## config.mk

```make
export PLATFORM = sky130hd
export DESIGN_NAME = fsk_tone_detector_flat
export DESIGN_NICKNAME = d
export VERILOG_FILES = /design/src/rtl/fsktd_pkg.sv /design/src/rtl/fsktd_if.sv /design/src/rtl/fsk_tone_detector.sv /design/src/rtl/fsktd_cfg_regs.sv /design/src/rtl/fsktd_filter.sv /design/src/rtl/fsktd_ring_ram.sv /design/src/flat_wrapper.sv
export SDC_FILE = /design/constraint.sdc
export NUM_CORES = 2
export LEC_CHECK = 0
export BUFFER_PORTS_ARGS = -buffer_cell sky130_fd_sc_hd__buf_2
export CAP_MARGIN = 25
export CORE_AREA = 3 3 420 463
export DETAILED_ROUTE_END_ITERATION = 10
export DIE_AREA = 0 0 423 466
export GPL_TIMING_DRIVEN = 0
export PLACE_DENSITY = 0.76
export SYNTH_ARGS = -nofsm -noshare
export SYNTH_HDL_FRONTEND = slang
export SYNTH_SLANG_ARGS = --single-unit
```

## constraint.sdc

```tcl
create_clock -name clk -period 6.86 [get_ports clk]
set_clock_uncertainty 0.05 [all_clocks]
set_input_delay 1.372 -clock clk [delete_from_list [all_inputs] [get_ports clk]]
set_output_delay 1.372 -clock clk [all_outputs]
set_load 0.01 [all_outputs]
```

## src/rtl/fsktd_pkg.sv

```systemverilog
// ----------------------------------------------------------------------------
// fsktd_pkg
// Types, widths, register map and codes of the FSK tone detector.
// ----------------------------------------------------------------------------
package fsktd_pkg;

    // field widths
    localparam int ADC_W   = 10;
    localparam int LEVEL_W = 10;
    localparam int COEF_W  = 7;
    localparam int SAMP_W  = 16;
    localparam int MAG_W   = 15;
    localparam int DEC_W   = 2;

    // configuration port
    localparam int PADDR_W   = 5;
    localparam int PDATA_W   = 32;
    localparam int REG_IDX_W = 3;

    // converter midscale, centered value is 11 bits signed
    localparam logic signed [ADC_W:0] MIDSCALE = 11'sd512;

    // register indexes
    localparam logic [REG_IDX_W-1:0] REG_ATTEN   = 3'd0;
    localparam logic [REG_IDX_W-1:0] REG_T1_LAG2 = 3'd1;
    localparam logic [REG_IDX_W-1:0] REG_T1_LAG3 = 3'd2;
    localparam logic [REG_IDX_W-1:0] REG_T0_LAG2 = 3'd3;
    localparam logic [REG_IDX_W-1:0] REG_T0_LAG3 = 3'd4;
    localparam logic [REG_IDX_W-1:0] REG_LVL0    = 3'd5;
    localparam logic [REG_IDX_W-1:0] REG_LVL1    = 3'd6;

    // register reset values (coefficients in two's complement Q6)
    localparam logic [COEF_W-1:0]  RST_ATTEN   = 7'd51;
    localparam logic [COEF_W-1:0]  RST_T1_LAG2 = 7'h61;  // -31
    localparam logic [COEF_W-1:0]  RST_T1_LAG3 = 7'd40;
    localparam logic [COEF_W-1:0]  RST_T0_LAG2 = 7'h61;  // -31
    localparam logic [COEF_W-1:0]  RST_T0_LAG3 = 7'h58;  // -40
    localparam logic [LEVEL_W-1:0] RST_LVL0    = 10'd1023;
    localparam logic [LEVEL_W-1:0] RST_LVL1    = 10'd300;

    // decision codes
    localparam logic [DEC_W-1:0] DEC_HOLD  = 2'd0;
    localparam logic [DEC_W-1:0] DEC_TONE0 = 2'd1;
    localparam logic [DEC_W-1:0] DEC_TONE1 = 2'd2;

    // register file contents
    typedef struct packed {
        logic [COEF_W-1:0]  atten;
        logic [COEF_W-1:0]  t1_lag2;
        logic [COEF_W-1:0]  t1_lag3;
        logic [COEF_W-1:0]  t0_lag2;
        logic [COEF_W-1:0]  t0_lag3;
        logic [LEVEL_W-1:0] lvl0;
        logic [LEVEL_W-1:0] lvl1;
    } cfg_t;

    // pipeline strobes toward the filter bank
    typedef struct packed {
        logic load;   // sample word taken into the scaling stage
        logic step;   // filter stage advances, histories shift
    } ctrl_t;

endpackage

```

## src/rtl/fsktd_if.sv

```systemverilog
// ----------------------------------------------------------------------------
// fsktd_if
// Valid/ready channels for sample words and result words.
// ----------------------------------------------------------------------------
interface fsktd_in_if;
    import fsktd_pkg::*;

    logic               valid;
    logic               ready;
    logic [ADC_W-1:0]   adc_sample;

    modport source (output valid, output adc_sample, input ready);
    modport sink   (input valid, input adc_sample, output ready);
endinterface

interface fsktd_out_if;
    import fsktd_pkg::*;

    logic               valid;
    logic               ready;
    logic [LEVEL_W-1:0] out_level;
    logic [DEC_W-1:0]   decision;
    logic [MAG_W-1:0]   energy_tone0;
    logic [MAG_W-1:0]   energy_tone1;

    modport source (output valid, output out_level, output decision,
                    output energy_tone0, output energy_tone1, input ready);
    modport sink   (input valid, input out_level, input decision,
                    input energy_tone0, input energy_tone1, output ready);
endinterface

```

## src/rtl/fsk_tone_detector.sv

```systemverilog
// A sample word accepted into the scaling register moves through the filter histories
// to the result word register. Throughput: one word per cycle unless the result word
// stalls, and the ring memory is read one stage before write-back.
// Reset: rst_n clears the histories, sums, held level, ring pointer and fill flag,
// no clearing pass; ring slots not yet written count as zero.
// ----------------------------------------------------------------------------
// fsk_tone_detector
// Two-tone detector: scaled input, two recursive filters, running-mean energy
// per tone held in one ring memory, and a level decision from the means.
// ----------------------------------------------------------------------------
module fsk_tone_detector #(
    parameter int AVG_LOG2 = 6
) (
    input  logic                          clk,
    input  logic                          rst_n,
    fsktd_in_if.sink                      in_ch,
    fsktd_out_if.source                   out_ch,
    input  logic                          psel,
    input  logic                          penable,
    input  logic                          pwrite,
    input  logic [fsktd_pkg::PADDR_W-1:0] paddr,
    input  logic [fsktd_pkg::PDATA_W-1:0] pwdata,
    output logic [fsktd_pkg::PDATA_W-1:0] prdata,
    output logic                          pready
);
    import fsktd_pkg::*;

    localparam int SUM_W = MAG_W + AVG_LOG2;
    localparam int RAM_W = 2 * MAG_W;

    cfg_t                       cfg;
    ctrl_t                      ctrl;
    logic                       advance;
    logic                       accept;

    logic                       s1_valid_reg;
    logic                       s2_valid_reg;
    logic                       out_valid_reg;
    logic [AVG_LOG2-1:0]        iss_ptr_reg;
    logic                       iss_full_reg;
    logic [AVG_LOG2-1:0]        s1_ptr_reg;
    logic                       s1_full_reg;
    logic [AVG_LOG2-1:0]        s2_ptr_reg;
    logic                       s2_full_reg;

    logic signed [SAMP_W-1:0]   y1;
    logic signed [SAMP_W-1:0]   y0;
    logic [MAG_W-1:0]           mag1;
    logic [MAG_W-1:0]           mag0;
    logic [RAM_W-1:0]           ring_rdata;
    logic [RAM_W-1:0]           ring_old;
    logic [SUM_W-1:0]           sum1_reg;
    logic [SUM_W-1:0]           sum0_reg;
    logic [SUM_W-1:0]           sum1_next;
    logic [SUM_W-1:0]           sum0_next;
    logic [MAG_W-1:0]           mean1;
    logic [MAG_W-1:0]           mean0;
    logic [LEVEL_W-1:0]         held_level_reg;
    logic [LEVEL_W-1:0]         held_level_next;
    logic [DEC_W-1:0]           dec_next;
    logic                       s2_fire;

    logic [LEVEL_W-1:0]         out_level_reg;
    logic [DEC_W-1:0]           decision_reg;
    logic [MAG_W-1:0]           energy0_reg;
    logic [MAG_W-1:0]           energy1_reg;

    // register file
    fsktd_cfg_regs u_cfg_regs (
        .clk     (clk),
        .rst_n   (rst_n),
        .psel    (psel),
        .penable (penable),
        .pwrite  (pwrite),
        .paddr   (paddr),
        .pwdata  (pwdata),
        .prdata  (prdata),
        .pready  (pready),
        .cfg     (cfg)
    );

    // whole pipeline moves together unless the result word is stalled
    assign advance      = !out_valid_reg || out_ch.ready;
    assign accept       = in_ch.valid && advance;
    assign in_ch.ready  = advance;
    assign ctrl.load    = accept;
    assign ctrl.step    = advance && s1_valid_reg;
    assign s2_fire      = advance && s2_valid_reg;

    always_ff @(posedge clk or negedge rst_n)
    begin
        if (!rst_n)
        begin
            s1_valid_reg  <= 1'b0;
            s2_valid_reg  <= 1'b0;
            out_valid_reg <= 1'b0;
        end
        else if (advance)
        begin
            s1_valid_reg  <= accept;
            s2_valid_reg  <= s1_valid_reg;
            out_valid_reg <= s2_valid_reg;
        end
    end

    // ring slot per word; the fill flag marks that every slot has been assigned to a word
    always_ff @(posedge clk or negedge rst_n)
    begin
        if (!rst_n)
        begin
            iss_ptr_reg  <= '0;
            iss_full_reg <= 1'b0;
        end
        else if (accept)
        begin
            iss_ptr_reg <= iss_ptr_reg + 1'b1;
            if (&iss_ptr_reg)
            begin
                iss_full_reg <= 1'b1;
            end
        end
    end

    always_ff @(posedge clk)
    begin
        if (accept)
        begin
            s1_ptr_reg  <= iss_ptr_reg;
            s1_full_reg <= iss_full_reg;
        end
        if (advance)
        begin
            s2_ptr_reg  <= s1_ptr_reg;
            s2_full_reg <= s1_full_reg;
        end
    end

    // scaling and filters
    fsktd_filter u_filter (
        .clk        (clk),
        .rst_n      (rst_n),
        .ctrl       (ctrl),
        .cfg        (cfg),
        .adc_sample (in_ch.adc_sample),
        .y1         (y1),
        .y0         (y0)
    );

    // magnitudes, most negative output saturates
    always_comb
    begin
        if (y1 == {1'b1, {(SAMP_W-1){1'b0}}})
            mag1 = {MAG_W{1'b1}};
        else if (y1 < 0)
            mag1 = MAG_W'(-y1);
        else
            mag1 = MAG_W'(y1);
        if (y0 == {1'b1, {(SAMP_W-1){1'b0}}})
            mag0 = {MAG_W{1'b1}};
        else if (y0 < 0)
            mag0 = MAG_W'(-y0);
        else
            mag0 = MAG_W'(y0);
    end

    // ring: slot read as the word enters stage 2, written back as it leaves;
    // a slot is reused only a full ring later, so no forwarding is needed
    fsktd_ring_ram #(
        .ADDR_W (AVG_LOG2),
        .DATA_W (RAM_W)
    ) u_ring_ram (
        .clk   (clk),
        .we    (s2_fire),
        .waddr (s2_ptr_reg),
        .wdata ({mag0, mag1}),
        .re    (ctrl.step),
        .raddr (s1_ptr_reg),
        .rdata (ring_rdata)
    );

    assign ring_old  = s2_full_reg ? ring_rdata : '0;
    assign sum1_next = sum1_reg - SUM_W'(ring_old[MAG_W-1:0]) + SUM_W'(mag1);
    assign sum0_next = sum0_reg - SUM_W'(ring_old[RAM_W-1:MAG_W]) + SUM_W'(mag0);
    assign mean1     = sum1_next[SUM_W-1 -: MAG_W];
    assign mean0     = sum0_next[SUM_W-1 -: MAG_W];

    // level decision, tie keeps the held level
    always_comb
    begin
        held_level_next = held_level_reg;
        dec_next        = DEC_HOLD;
        if (mean0 > mean1)
        begin
            held_level_next = cfg.lvl0;
            dec_next        = DEC_TONE0;
        end
        else if (mean0 < mean1)
        begin
            held_level_next = cfg.lvl1;
            dec_next        = DEC_TONE1;
        end
    end

    always_ff @(posedge clk or negedge rst_n)
    begin
        if (!rst_n)
        begin
            sum1_reg       <= '0;
            sum0_reg       <= '0;
            held_level_reg <= '0;
        end
        else if (s2_fire)
        begin
            sum1_reg       <= sum1_next;
            sum0_reg       <= sum0_next;
            held_level_reg <= held_level_next;
        end
    end

    // result word register
    always_ff @(posedge clk)
    begin
        if (s2_fire)
        begin
            out_level_reg <= held_level_next;
            decision_reg  <= dec_next;
            energy0_reg   <= mean0;
            energy1_reg   <= mean1;
        end
    end

    assign out_ch.valid        = out_valid_reg;
    assign out_ch.out_level    = out_level_reg;
    assign out_ch.decision     = decision_reg;
    assign out_ch.energy_tone0 = energy0_reg;
    assign out_ch.energy_tone1 = energy1_reg;

endmodule

```

## src/rtl/fsktd_cfg_regs.sv

```systemverilog
// ----------------------------------------------------------------------------
// fsktd_cfg_regs
// APB-style register file: attenuation, filter weights and output levels.
// ----------------------------------------------------------------------------
module fsktd_cfg_regs (
    input  logic                          clk,
    input  logic                          rst_n,
    input  logic                          psel,
    input  logic                          penable,
    input  logic                          pwrite,
    input  logic [fsktd_pkg::PADDR_W-1:0] paddr,
    input  logic [fsktd_pkg::PDATA_W-1:0] pwdata,
    output logic [fsktd_pkg::PDATA_W-1:0] prdata,
    output logic                          pready,
    output fsktd_pkg::cfg_t               cfg
);
    import fsktd_pkg::*;

    cfg_t                 cfg_reg;
    cfg_t                 cfg_next;
    logic                 wr_en;
    logic [REG_IDX_W-1:0] idx;

    assign pready = 1'b1;
    assign wr_en  = psel && penable && pwrite;
    assign idx    = paddr[PADDR_W-1:2];
    assign cfg    = cfg_reg;

    // write decode, bits above a register's width dropped
    always_comb
    begin
        cfg_next = cfg_reg;
        if (wr_en)
        begin
            case (idx)
                REG_ATTEN:   cfg_next.atten   = pwdata[COEF_W-1:0];
                REG_T1_LAG2: cfg_next.t1_lag2 = pwdata[COEF_W-1:0];
                REG_T1_LAG3: cfg_next.t1_lag3 = pwdata[COEF_W-1:0];
                REG_T0_LAG2: cfg_next.t0_lag2 = pwdata[COEF_W-1:0];
                REG_T0_LAG3: cfg_next.t0_lag3 = pwdata[COEF_W-1:0];
                REG_LVL0:    cfg_next.lvl0    = pwdata[LEVEL_W-1:0];
                REG_LVL1:    cfg_next.lvl1    = pwdata[LEVEL_W-1:0];
                default:     ;
            endcase
        end
    end

    always_ff @(posedge clk or negedge rst_n)
    begin
        if (!rst_n)
        begin
            cfg_reg.atten   <= RST_ATTEN;
            cfg_reg.t1_lag2 <= RST_T1_LAG2;
            cfg_reg.t1_lag3 <= RST_T1_LAG3;
            cfg_reg.t0_lag2 <= RST_T0_LAG2;
            cfg_reg.t0_lag3 <= RST_T0_LAG3;
            cfg_reg.lvl0    <= RST_LVL0;
            cfg_reg.lvl1    <= RST_LVL1;
        end
        else
        begin
            cfg_reg <= cfg_next;
        end
    end

    // read mux
    always_comb
    begin
        case (idx)
            REG_ATTEN:   prdata = PDATA_W'(cfg_reg.atten);
            REG_T1_LAG2: prdata = PDATA_W'(cfg_reg.t1_lag2);
            REG_T1_LAG3: prdata = PDATA_W'(cfg_reg.t1_lag3);
            REG_T0_LAG2: prdata = PDATA_W'(cfg_reg.t0_lag2);
            REG_T0_LAG3: prdata = PDATA_W'(cfg_reg.t0_lag3);
            REG_LVL0:    prdata = PDATA_W'(cfg_reg.lvl0);
            REG_LVL1:    prdata = PDATA_W'(cfg_reg.lvl1);
            default:     prdata = '0;
        endcase
    end

endmodule

```

## src/rtl/fsktd_filter.sv

```systemverilog
// ----------------------------------------------------------------------------
// fsktd_filter
// Input scaling and the two recursive tone filters with their histories.
// ----------------------------------------------------------------------------
module fsktd_filter (
    input  logic                                clk,
    input  logic                                rst_n,
    input  fsktd_pkg::ctrl_t                    ctrl,
    input  fsktd_pkg::cfg_t                     cfg,
    input  logic [fsktd_pkg::ADC_W-1:0]         adc_sample,
    output logic signed [fsktd_pkg::SAMP_W-1:0] y1,
    output logic signed [fsktd_pkg::SAMP_W-1:0] y0
);
    import fsktd_pkg::*;

    localparam int X_W    = ADC_W + 7;        // centered sample << 6
    localparam int PROD_W = X_W + COEF_W + 1; // unsigned atten times x
    localparam int ACC_W  = SAMP_W + 3;

    logic signed [ADC_W:0]      centered;
    logic signed [X_W-1:0]      x_next;
    logic signed [PROD_W-1:0]   prod_next;
    logic signed [X_W-1:0]      x_reg;
    logic signed [PROD_W-1:0]   prod_reg;
    logic signed [ACC_W:0]      scaled_diff;
    logic signed [SAMP_W-1:0]   xs;
    logic signed [ACC_W-1:0]    drive1;
    logic signed [ACC_W-1:0]    drive0;
    logic signed [SAMP_W-1:0]   hist1_reg [0:2];
    logic signed [SAMP_W-1:0]   hist0_reg [0:2];
    logic signed [SAMP_W-1:0]   y1_next;
    logic signed [SAMP_W-1:0]   y0_next;

    // drive + floor(c2*h2/64) + floor(c3*h3/64), wrapped to 16 bits
    function automatic logic signed [SAMP_W-1:0] tap_sum(
        input logic signed [ACC_W-1:0]  drive,
        input logic        [COEF_W-1:0] c2,
        input logic        [COEF_W-1:0] c3,
        input logic signed [SAMP_W-1:0] h2,
        input logic signed [SAMP_W-1:0] h3
    );
        logic signed [SAMP_W+COEF_W-1:0] p2;
        logic signed [SAMP_W+COEF_W-1:0] p3;
        logic signed [ACC_W-1:0]         acc;
        p2  = $signed(c2) * h2;
        p3  = $signed(c3) * h3;
        acc = drive + ACC_W'(p2[SAMP_W+COEF_W-1:6]) + ACC_W'(p3[SAMP_W+COEF_W-1:6]);
        return acc[SAMP_W-1:0];
    endfunction

    // scaling stage: center, shift and multiply by the attenuation
    assign centered  = $signed({1'b0, adc_sample}) - MIDSCALE;
    assign x_next    = {centered, 6'b0};
    assign prod_next = $signed({1'b0, cfg.atten}) * x_next;

    always_ff @(posedge clk)
    begin
        if (ctrl.load)
        begin
            x_reg    <= x_next;
            prod_reg <= prod_next;
        end
    end

    // x - floor(atten*x/64), wrapped
    assign scaled_diff = (ACC_W+1)'(x_reg) - (ACC_W+1)'(prod_reg[PROD_W-1:6]);
    assign xs          = scaled_diff[SAMP_W-1:0];
    assign drive1      = ACC_W'(xs);
    assign drive0      = -ACC_W'(xs);

    assign y1_next = tap_sum(drive1, cfg.t1_lag2, cfg.t1_lag3, hist1_reg[1], hist1_reg[2]);
    assign y0_next = tap_sum(drive0, cfg.t0_lag2, cfg.t0_lag3, hist0_reg[1], hist0_reg[2]);

    // histories; the newest entry is the filter output handed on
    always_ff @(posedge clk or negedge rst_n)
    begin
        if (!rst_n)
        begin
            hist1_reg[0] <= '0;
            hist1_reg[1] <= '0;
            hist1_reg[2] <= '0;
            hist0_reg[0] <= '0;
            hist0_reg[1] <= '0;
            hist0_reg[2] <= '0;
        end
        else if (ctrl.step)
        begin
            hist1_reg[0] <= y1_next;
            hist1_reg[1] <= hist1_reg[0];
            hist1_reg[2] <= hist1_reg[1];
            hist0_reg[0] <= y0_next;
            hist0_reg[1] <= hist0_reg[0];
            hist0_reg[2] <= hist0_reg[1];
        end
    end

    assign y1 = hist1_reg[0];
    assign y0 = hist0_reg[0];

endmodule

```

## src/rtl/fsktd_ring_ram.sv

```systemverilog
// ----------------------------------------------------------------------------
// fsktd_ring_ram
// Magnitude ring: one write port, one read port with registered data.
// ----------------------------------------------------------------------------
module fsktd_ring_ram #(
    parameter int ADDR_W = 6,
    parameter int DATA_W = 30
) (
    input  logic              clk,
    input  logic              we,
    input  logic [ADDR_W-1:0] waddr,
    input  logic [DATA_W-1:0] wdata,
    input  logic              re,
    input  logic [ADDR_W-1:0] raddr,
    output logic [DATA_W-1:0] rdata
);

    localparam int DEPTH = 1 << ADDR_W;

    logic [DATA_W-1:0] mem [0:DEPTH-1];
    logic [DATA_W-1:0] rdata_reg;

    always_ff @(posedge clk)
    begin
        if (we)
        begin
            mem[waddr] <= wdata;
        end
    end

    always_ff @(posedge clk)
    begin
        if (re)
        begin
            rdata_reg <= mem[raddr];
        end
    end

    assign rdata = rdata_reg;

endmodule

```

## src/flat_wrapper.sv

```systemverilog
// flat-port wrapper written by rule: the top's interface ports become plain ports
module fsk_tone_detector_flat import fsktd_pkg::*;
#(
    parameter int AVG_LOG2 = 6
)
  (clk, rst_n, psel, penable, pwrite, paddr, pwdata, prdata, pready, in_ch_valid, in_ch_adc_sample, in_ch_ready, out_ch_valid, out_ch_out_level, out_ch_decision, out_ch_energy_tone0, out_ch_energy_tone1, out_ch_ready);
  fsktd_in_if in_ch_i ();
  fsktd_out_if out_ch_i ();
  input  logic clk;
  input  logic rst_n;
  input  logic psel;
  input  logic penable;
  input  logic pwrite;
  input  logic [fsktd_pkg::PADDR_W-1:0] paddr;
  input  logic [fsktd_pkg::PDATA_W-1:0] pwdata;
  output logic [fsktd_pkg::PDATA_W-1:0] prdata;
  output logic pready;
  input wire logic [$bits(in_ch_i.valid)-1:0] in_ch_valid;
  input wire logic [$bits(in_ch_i.adc_sample)-1:0] in_ch_adc_sample;
  output wire logic [$bits(in_ch_i.ready)-1:0] in_ch_ready;
  output wire logic [$bits(out_ch_i.valid)-1:0] out_ch_valid;
  output wire logic [$bits(out_ch_i.out_level)-1:0] out_ch_out_level;
  output wire logic [$bits(out_ch_i.decision)-1:0] out_ch_decision;
  output wire logic [$bits(out_ch_i.energy_tone0)-1:0] out_ch_energy_tone0;
  output wire logic [$bits(out_ch_i.energy_tone1)-1:0] out_ch_energy_tone1;
  input wire logic [$bits(out_ch_i.ready)-1:0] out_ch_ready;
  assign in_ch_i.valid = in_ch_valid;
  assign in_ch_i.adc_sample = in_ch_adc_sample;
  assign in_ch_ready = in_ch_i.ready;
  assign out_ch_valid = out_ch_i.valid;
  assign out_ch_out_level = out_ch_i.out_level;
  assign out_ch_decision = out_ch_i.decision;
  assign out_ch_energy_tone0 = out_ch_i.energy_tone0;
  assign out_ch_energy_tone1 = out_ch_i.energy_tone1;
  assign out_ch_i.ready = out_ch_ready;
  fsk_tone_detector #(.AVG_LOG2(AVG_LOG2)) u_core (.clk(clk), .rst_n(rst_n), .in_ch(in_ch_i), .out_ch(out_ch_i), .psel(psel), .penable(penable), .pwrite(pwrite), .paddr(paddr), .pwdata(pwdata), .prdata(prdata), .pready(pready));
endmodule
```

# Yosys cells after proc, flatten, opt, wreduce, memory -nomap -nowiden
# Memories as Yosys holds them, arrays and structs flattened. A register that Yosys moved wholly into a read port is not among the register bits.
# Index checks and enable logic that the tools add are counted.
# word_totals
regBits	295
out_inout_bits	77
n_memories	1
ram_bits	1920
# classes
addsub	14
multipliers	5
n_lt_le_gt_ge	4
reduce_logical	16
mux	11
n_eq_ne	8
# memory_table
name	words	width	rd	rd_ports_with_merged_regs	wr	line	text
u_core.u_ring_ram.mem	64	30	1	1	1	fsktd_ring_ram.sv:20	logic [DATA_W-1:0] mem [0:DEPTH-1];
# op_table
cell	count
$mul A7 B16 Y22	4
$pmux W10 S7	1
$add A16 B16 Y16	4
$mux W15	4
$add A21 B15 Y21	2
$sub A21 B15 Y21	2
$eq A16 B16 Y1 const B	2
$lt A16 B1 Y1 const B	2
$mux W30	1
$neg A15 Y15	2
$mux W10	2
$mul A8 B11 Y16	1
$neg A16 Y16	1
$sub A16 B16 Y16	1
$gt A15 B15 Y1	1
$lt A15 B15 Y1	1
$reduce_and A2 Y1	7
$sub A10 B10 Y11 const B	1
$eq A3 B3 Y1 const B	3
$reduce_and A7 Y1	1
$add A6 B1 Y6 const B	1
$eq A3 B2 Y1 const B	2
$logic_and A1 B1 Y1	5
$eq A3 B1 Y1 const B	1
other kinds (5)	6

# Longest topological paths before layout
# logic_depth
depth_word	7
mapped_depth	36
ltp_nobuf	33

# Cells and area by module
# Synthesis repeated with hierarchy kept, for this count alone.
# unflattened
hier_cells	6873
area_unflattened_um2	109098.4
# by_module_without_submodules
mod	cells_per_inst	n_inst	seq_area_each_um2	area_per_inst_um2
fsktd_ring_ram	3309	1	58556.2	74268.7
fsktd_filter	2507	1	3183.1	23854.1
fsk_tone_detector	844	1	3233.1	8137.8
fsktd_cfg_regs	213	1	1412.6	2837.7

# Least setup slack after synthesis
# Ideal clock, no wire load.
# synth_path
path_kind	register -> register
start	register u_core.u_filter.hist1_reg (netlist bit u_core.u_filter.y1[9])
end	register u_core.out_level_reg[0], in the netlist u_core.out_ch.out_level[0], data pin
t_required_ns	6.538
arrival_ns	6.968
path_buffers	2
setup_slack_ns	-0.430
stages_incl_launch_ff	29
path_cell_list	dfrtp_1 -> or4_1 -> or3_1 -> or3_1 -> or3b_1 -> clkbuf_1 -> nand2_1 -> inv_2 -> ha_1 -> inv_1 -> ha_1 -> inv_1 -> fa_1 -> nor2b_1 -> o21a_1 -> o21ai_1 -> a31o_2 -> o211ai_1 -> a211oi_1 -> o21bai_1 -> a21oi_1 -> xnor2_1 -> xor2_1 -> ha_1 -> nand4_1 -> nor4_1 -> clkbuf_1 -> mux2i_1 -> a21oi_1
# synth_via
elab_chain_len	7
elab_cells_between_ends	10
cone_classes	add/sub (2); order compare (3); eq/ne (1); mux (4)
# synth_rtl
element	line	text
start, declared	fsktd_filter.sv:29	logic signed [SAMP_W-1:0] hist1_reg [0:2];
$lt A16 B1 Y1	fsk_tone_detector.sv:154	else if (y1 < 0)
$mux W15	fsk_tone_detector.sv:154	
$mux W15 (*)	fsk_tone_detector.sv:152	if (y1 == {1'b1, {(SAMP_W-1){1'b0}}})
named net u_core.mag1[0]	fsk_tone_detector.sv:48	logic [MAG_W-1:0] mag1;
$add A21 B15 Y21 (*)	fsk_tone_detector.sv:182	assign sum1_next = sum1_reg - SUM_W'(ring_old[MAG_W-1:0]) + SUM_W'(mag1);
$lt A15 B15 Y1	fsk_tone_detector.sv:197	else if (mean0 < mean1)
$mux W10	fsk_tone_detector.sv:197	
$mux W10 (*)	fsk_tone_detector.sv:192	if (mean0 > mean1)
named net u_core.held_level_next[0]	fsk_tone_detector.sv:59	logic [LEVEL_W-1:0] held_level_next;
end signal, assigned	fsk_tone_detector.sv:225	out_level_reg <= held_level_next;
end, declared	fsk_tone_detector.sv:63	logic [LEVEL_W-1:0] out_level_reg;
# The timed path passes the listed nets; every way through them passes the cells marked *.
# A chain may end at the register's enable or synchronous reset.

# Final worst setup path
# layout_path
start	register u_core.u_cfg_regs.cfg_reg (netlist bit u_core.u_cfg_regs.cfg[36])
end	register u_core.u_filter.hist1_reg (netlist bit u_core.u_filter.y1[15])
# layout_via
elab_chain_len	2
# layout_rtl
element	line	text
start, declared	fsktd_cfg_regs.sv:19	cfg_t cfg_reg;
start signal, assigned	fsktd_cfg_regs.sv:62	cfg_reg <= cfg_next;
$mul A7 B16 Y22	fsktd_filter.sv:46	p3 = $signed(c3) * h3;
$add A16 B16 Y16	fsktd_filter.sv:47	acc = drive + ACC_W'(p2[SAMP_W+COEF_W-1:6]) + ACC_W'(p3[SAMP_W+COEF_W-1:6]);
# No other way between the ends.

==> results.md <==
* Status: finished with violations
* Failing checks: setup timing
* Slowest stage delay, CP at 580 ps
* First-pass GRT wire length at between 400000 and 500000 µm
* Reg clk slew, reported paths at about 70 ps
* Clock tree from TritonCTS: yes
* Grt ovf at 0
* Register area at approximately 0.066 mm²
* Vias in the first global route at about 64000
* Largest net degree at the start of global routing at about 110
* Area Growth Syn to Fin at 16.3%
* Hold Buf Count CTS at 0
* CP Max Fanout at 10
* Layout net count at between 7000 and 8000
* Drt drc at 0
* Worst Tran Pin Value at about 1200 ps
* Ys async rst share at a little under a tenth
* Chip height at about 470 µm
* Vias at 62300
* Starting Density at ~57%
* RSZ-0062 raised after global routing: true
* Hold Crit Class: flip-flop to flip-flop
* TNS Setup at -6530 ps
* Arrival time worst endpoint at 7940 ps
* Port bufs at just over 80
* FMAX at 139 MHz
* Critical path endpoint category: flip-flop
* Core Footprint at 0.190 mm²
* H-tree depth at 4
* Multi-input logic area at slightly above 0.04 mm²
* Maximum capacitance violations at 0
* Commonest non-fill, non-tap cell in the layout: edfxtp_1
* RePlAce Congestion at 0.914
* CTS root buf: clkbuf_16
* Antenna violations before repair at 39
* Row count at 168
* Mapped cell area at 0.108 mm²
* Sink Count at 2245
* Worst-Skew Late Latency at about 900 ps
* Post-Route WL at 307000 µm
* CTS max path bufs at 3
* Main flop type after synthesis: edfxtp_1
* Average cell area after synthesis at around 17 µm²
* DR pass1 iterations at 8
* Largest register FFs at around 1900
* Post-synthesis cell type count at 67
* # IOs at between 100 and 150
* WL/cell at 31.5 µm
* Share of post-route cells with drive strength above 1 at between 20% and 30%
* Critical path startpoint category: flip-flop
* Cells after synthesis at 6386
* Remaining antenna violation count at 0
* Critical path type: flip-flop to flip-flop
* Final setup viols at 25
* Cts bufs inserted at roughly 210
* Fin. Hold Viols at 0
* Cell with the largest stage delay on the worst path: fa_1
* DIE AREA at 0.197 mm²
* Placed insts at roughly 9100
* Hold WS at 410 ps
* Post-synthesis register bit count at about 2200
* Number of flops mapped to enable cells by yosys at 2032
* Seq/Total Area, Yosys at between 60% and 70%
* Period utilisation layout at 105%
* Tmin final at slightly above 7000 ps
* Most used cell, CP: fa_1
* Post-layout worst setup margin at -360 ps
* 1st-iter DRT viols at about 7700
* Filler cell count at around 12000
* GRT Resource Usage Total at 31.2%
* Via density at around 6.4
* Pins Over Slew Limit at 0
* HPWL after DPL at just under 200000 µm
* Yosys Warn Count at 0
* Max_slew headroom at 20.2%
* Worst EP required at roughly 7600 ps
* Chip width at 423 µm
* Most frequent cells in the layout: edfxtp_1, inv_1, mux4_2
* Fin cells at roughly 10000
-- cell type report --
class                           count  area share, %
Antenna cell                       21         0.0418
Buffer                            254           1.06
Clock buffer                      258           4.41
Clock inverter                    132           1.25
Inverter                          683           2.04
Multi-Input combinational cell   3220           32.2
Sequential cell                  2245           52.8
Tap cell                         2550           2.54
Timing Repair Buffer              376           3.62
-- what timing repair did --
action                     in CTS  in global routing
gates cloned                    8                  3
setup endpoints to repair      39                 37
pin swaps                     107                143
resized for setup             258                232
setup buffers                  99                 60
-- worst max-delay path: cells and delay by family, from the launching register on --
family / cells / cell delay [ps]
simple gates: 6 / 980
flops: 1 / 470
buf+inv: 5 / 600
compound gates: 7 / 1130
xor+xnor: 3 / 730
fa+ha+maj: 7 / 3150
-- metal layers --
metal	track usage (%)	vias up	part of all wire, %
li1	-	24800	-
met1	37.8	32400	33
met2	51.7	4067	50
met3	6.20	979	9.2
met4	19.8	28	7.7
met5	0	-	0.066
-- final timing paths --
path | start | to | slack [ps] | cells after the start
worst min register to register | u_core.s1_full_reg | u_core.s2_full_reg | 410 | 0
worst min-delay path | u_core.s1_full_reg | u_core.s2_full_reg | 410 | 0
worst max register to register | u_core.u_cfg_regs.cfg[36] | u_core.u_filter.y1[15] | -360 | 28
max in group asynchronous | rst_n | u_core.u_filter.y1[7] | 5160 | 2
worst max-delay path | u_core.u_cfg_regs.cfg[36] | u_core.u_filter.y1[15] | -360 | 28
min in group asynchronous | rst_n | u_core.u_filter.hist0_reg[11] | 510 | 1
-- metrics by stage --
step / area (µm²) / worst slack, ps / util, %
detailed placement: 115000 / -2110 / 60.2
global placement: 112000 / -2940 / 58.7
CTS: 124000 / -333 / 65.0
finish: 126000 / -360 / 66.0
floorplan: 108000 / 5.08 / -
global route: 126000 / -521 / 66.0
-- Yosys cell counts (8+ instances only) --
master / number / area, µm²
mux2i_1: 20 / 200
nand4_1: 17 / 106
and2_1: 379 / 2370
buf_4: 23 / 173
ha_1: 296 / 3700
nor2b_1: 58 / 363
and3_1: 8 / 50.1
a2bb2oi_1: 10 / 87.6
nand2b_1: 48 / 300
dfrtp_1: 184 / 4600
a21o_1: 33 / 248
mux2_1: 42 / 473
nor2_1: 190 / 713
inv_2: 32 / 120
edfxtp_1: 2032 / 61000
nand3_1: 30 / 150
or3_1: 15 / 93.8
o21ai_0: 67 / 335
o31ai_1: 16 / 120
clkbuf_1: 211 / 792
o21ai_1: 66 / 330
inv_1: 650 / 2440
xnor2_1: 126 / 1100
fa_1: 432 / 8650
nor3_1: 32 / 160
mux2_2: 78 / 878
mux4_2: 634 / 14300
a21oi_1: 98 / 490
o22ai_1: 10 / 62.6
xor2_1: 83 / 727
o21a_1: 22 / 165
buf_1: 30 / 113
a31oi_1: 11 / 68.8
dfstp_2: 29 / 762
nand2_1: 274 / 1030
o21bai_1: 10 / 75.1
-- cell families after synthesis --
logic type	after synthesis	synth area share (%)
flops	2245	61.4
xor+xnor	211	1.74
compound gates	395	2.24
simple gates	1084	5.16
buf+inv	947	3.37
other cells	2	0.00695
fa+ha+maj	728	11.4
mux	774	14.6
Power is not shown: default switching activity piles up to over one toggle a cycle in this logic, so the estimate is an artifact.
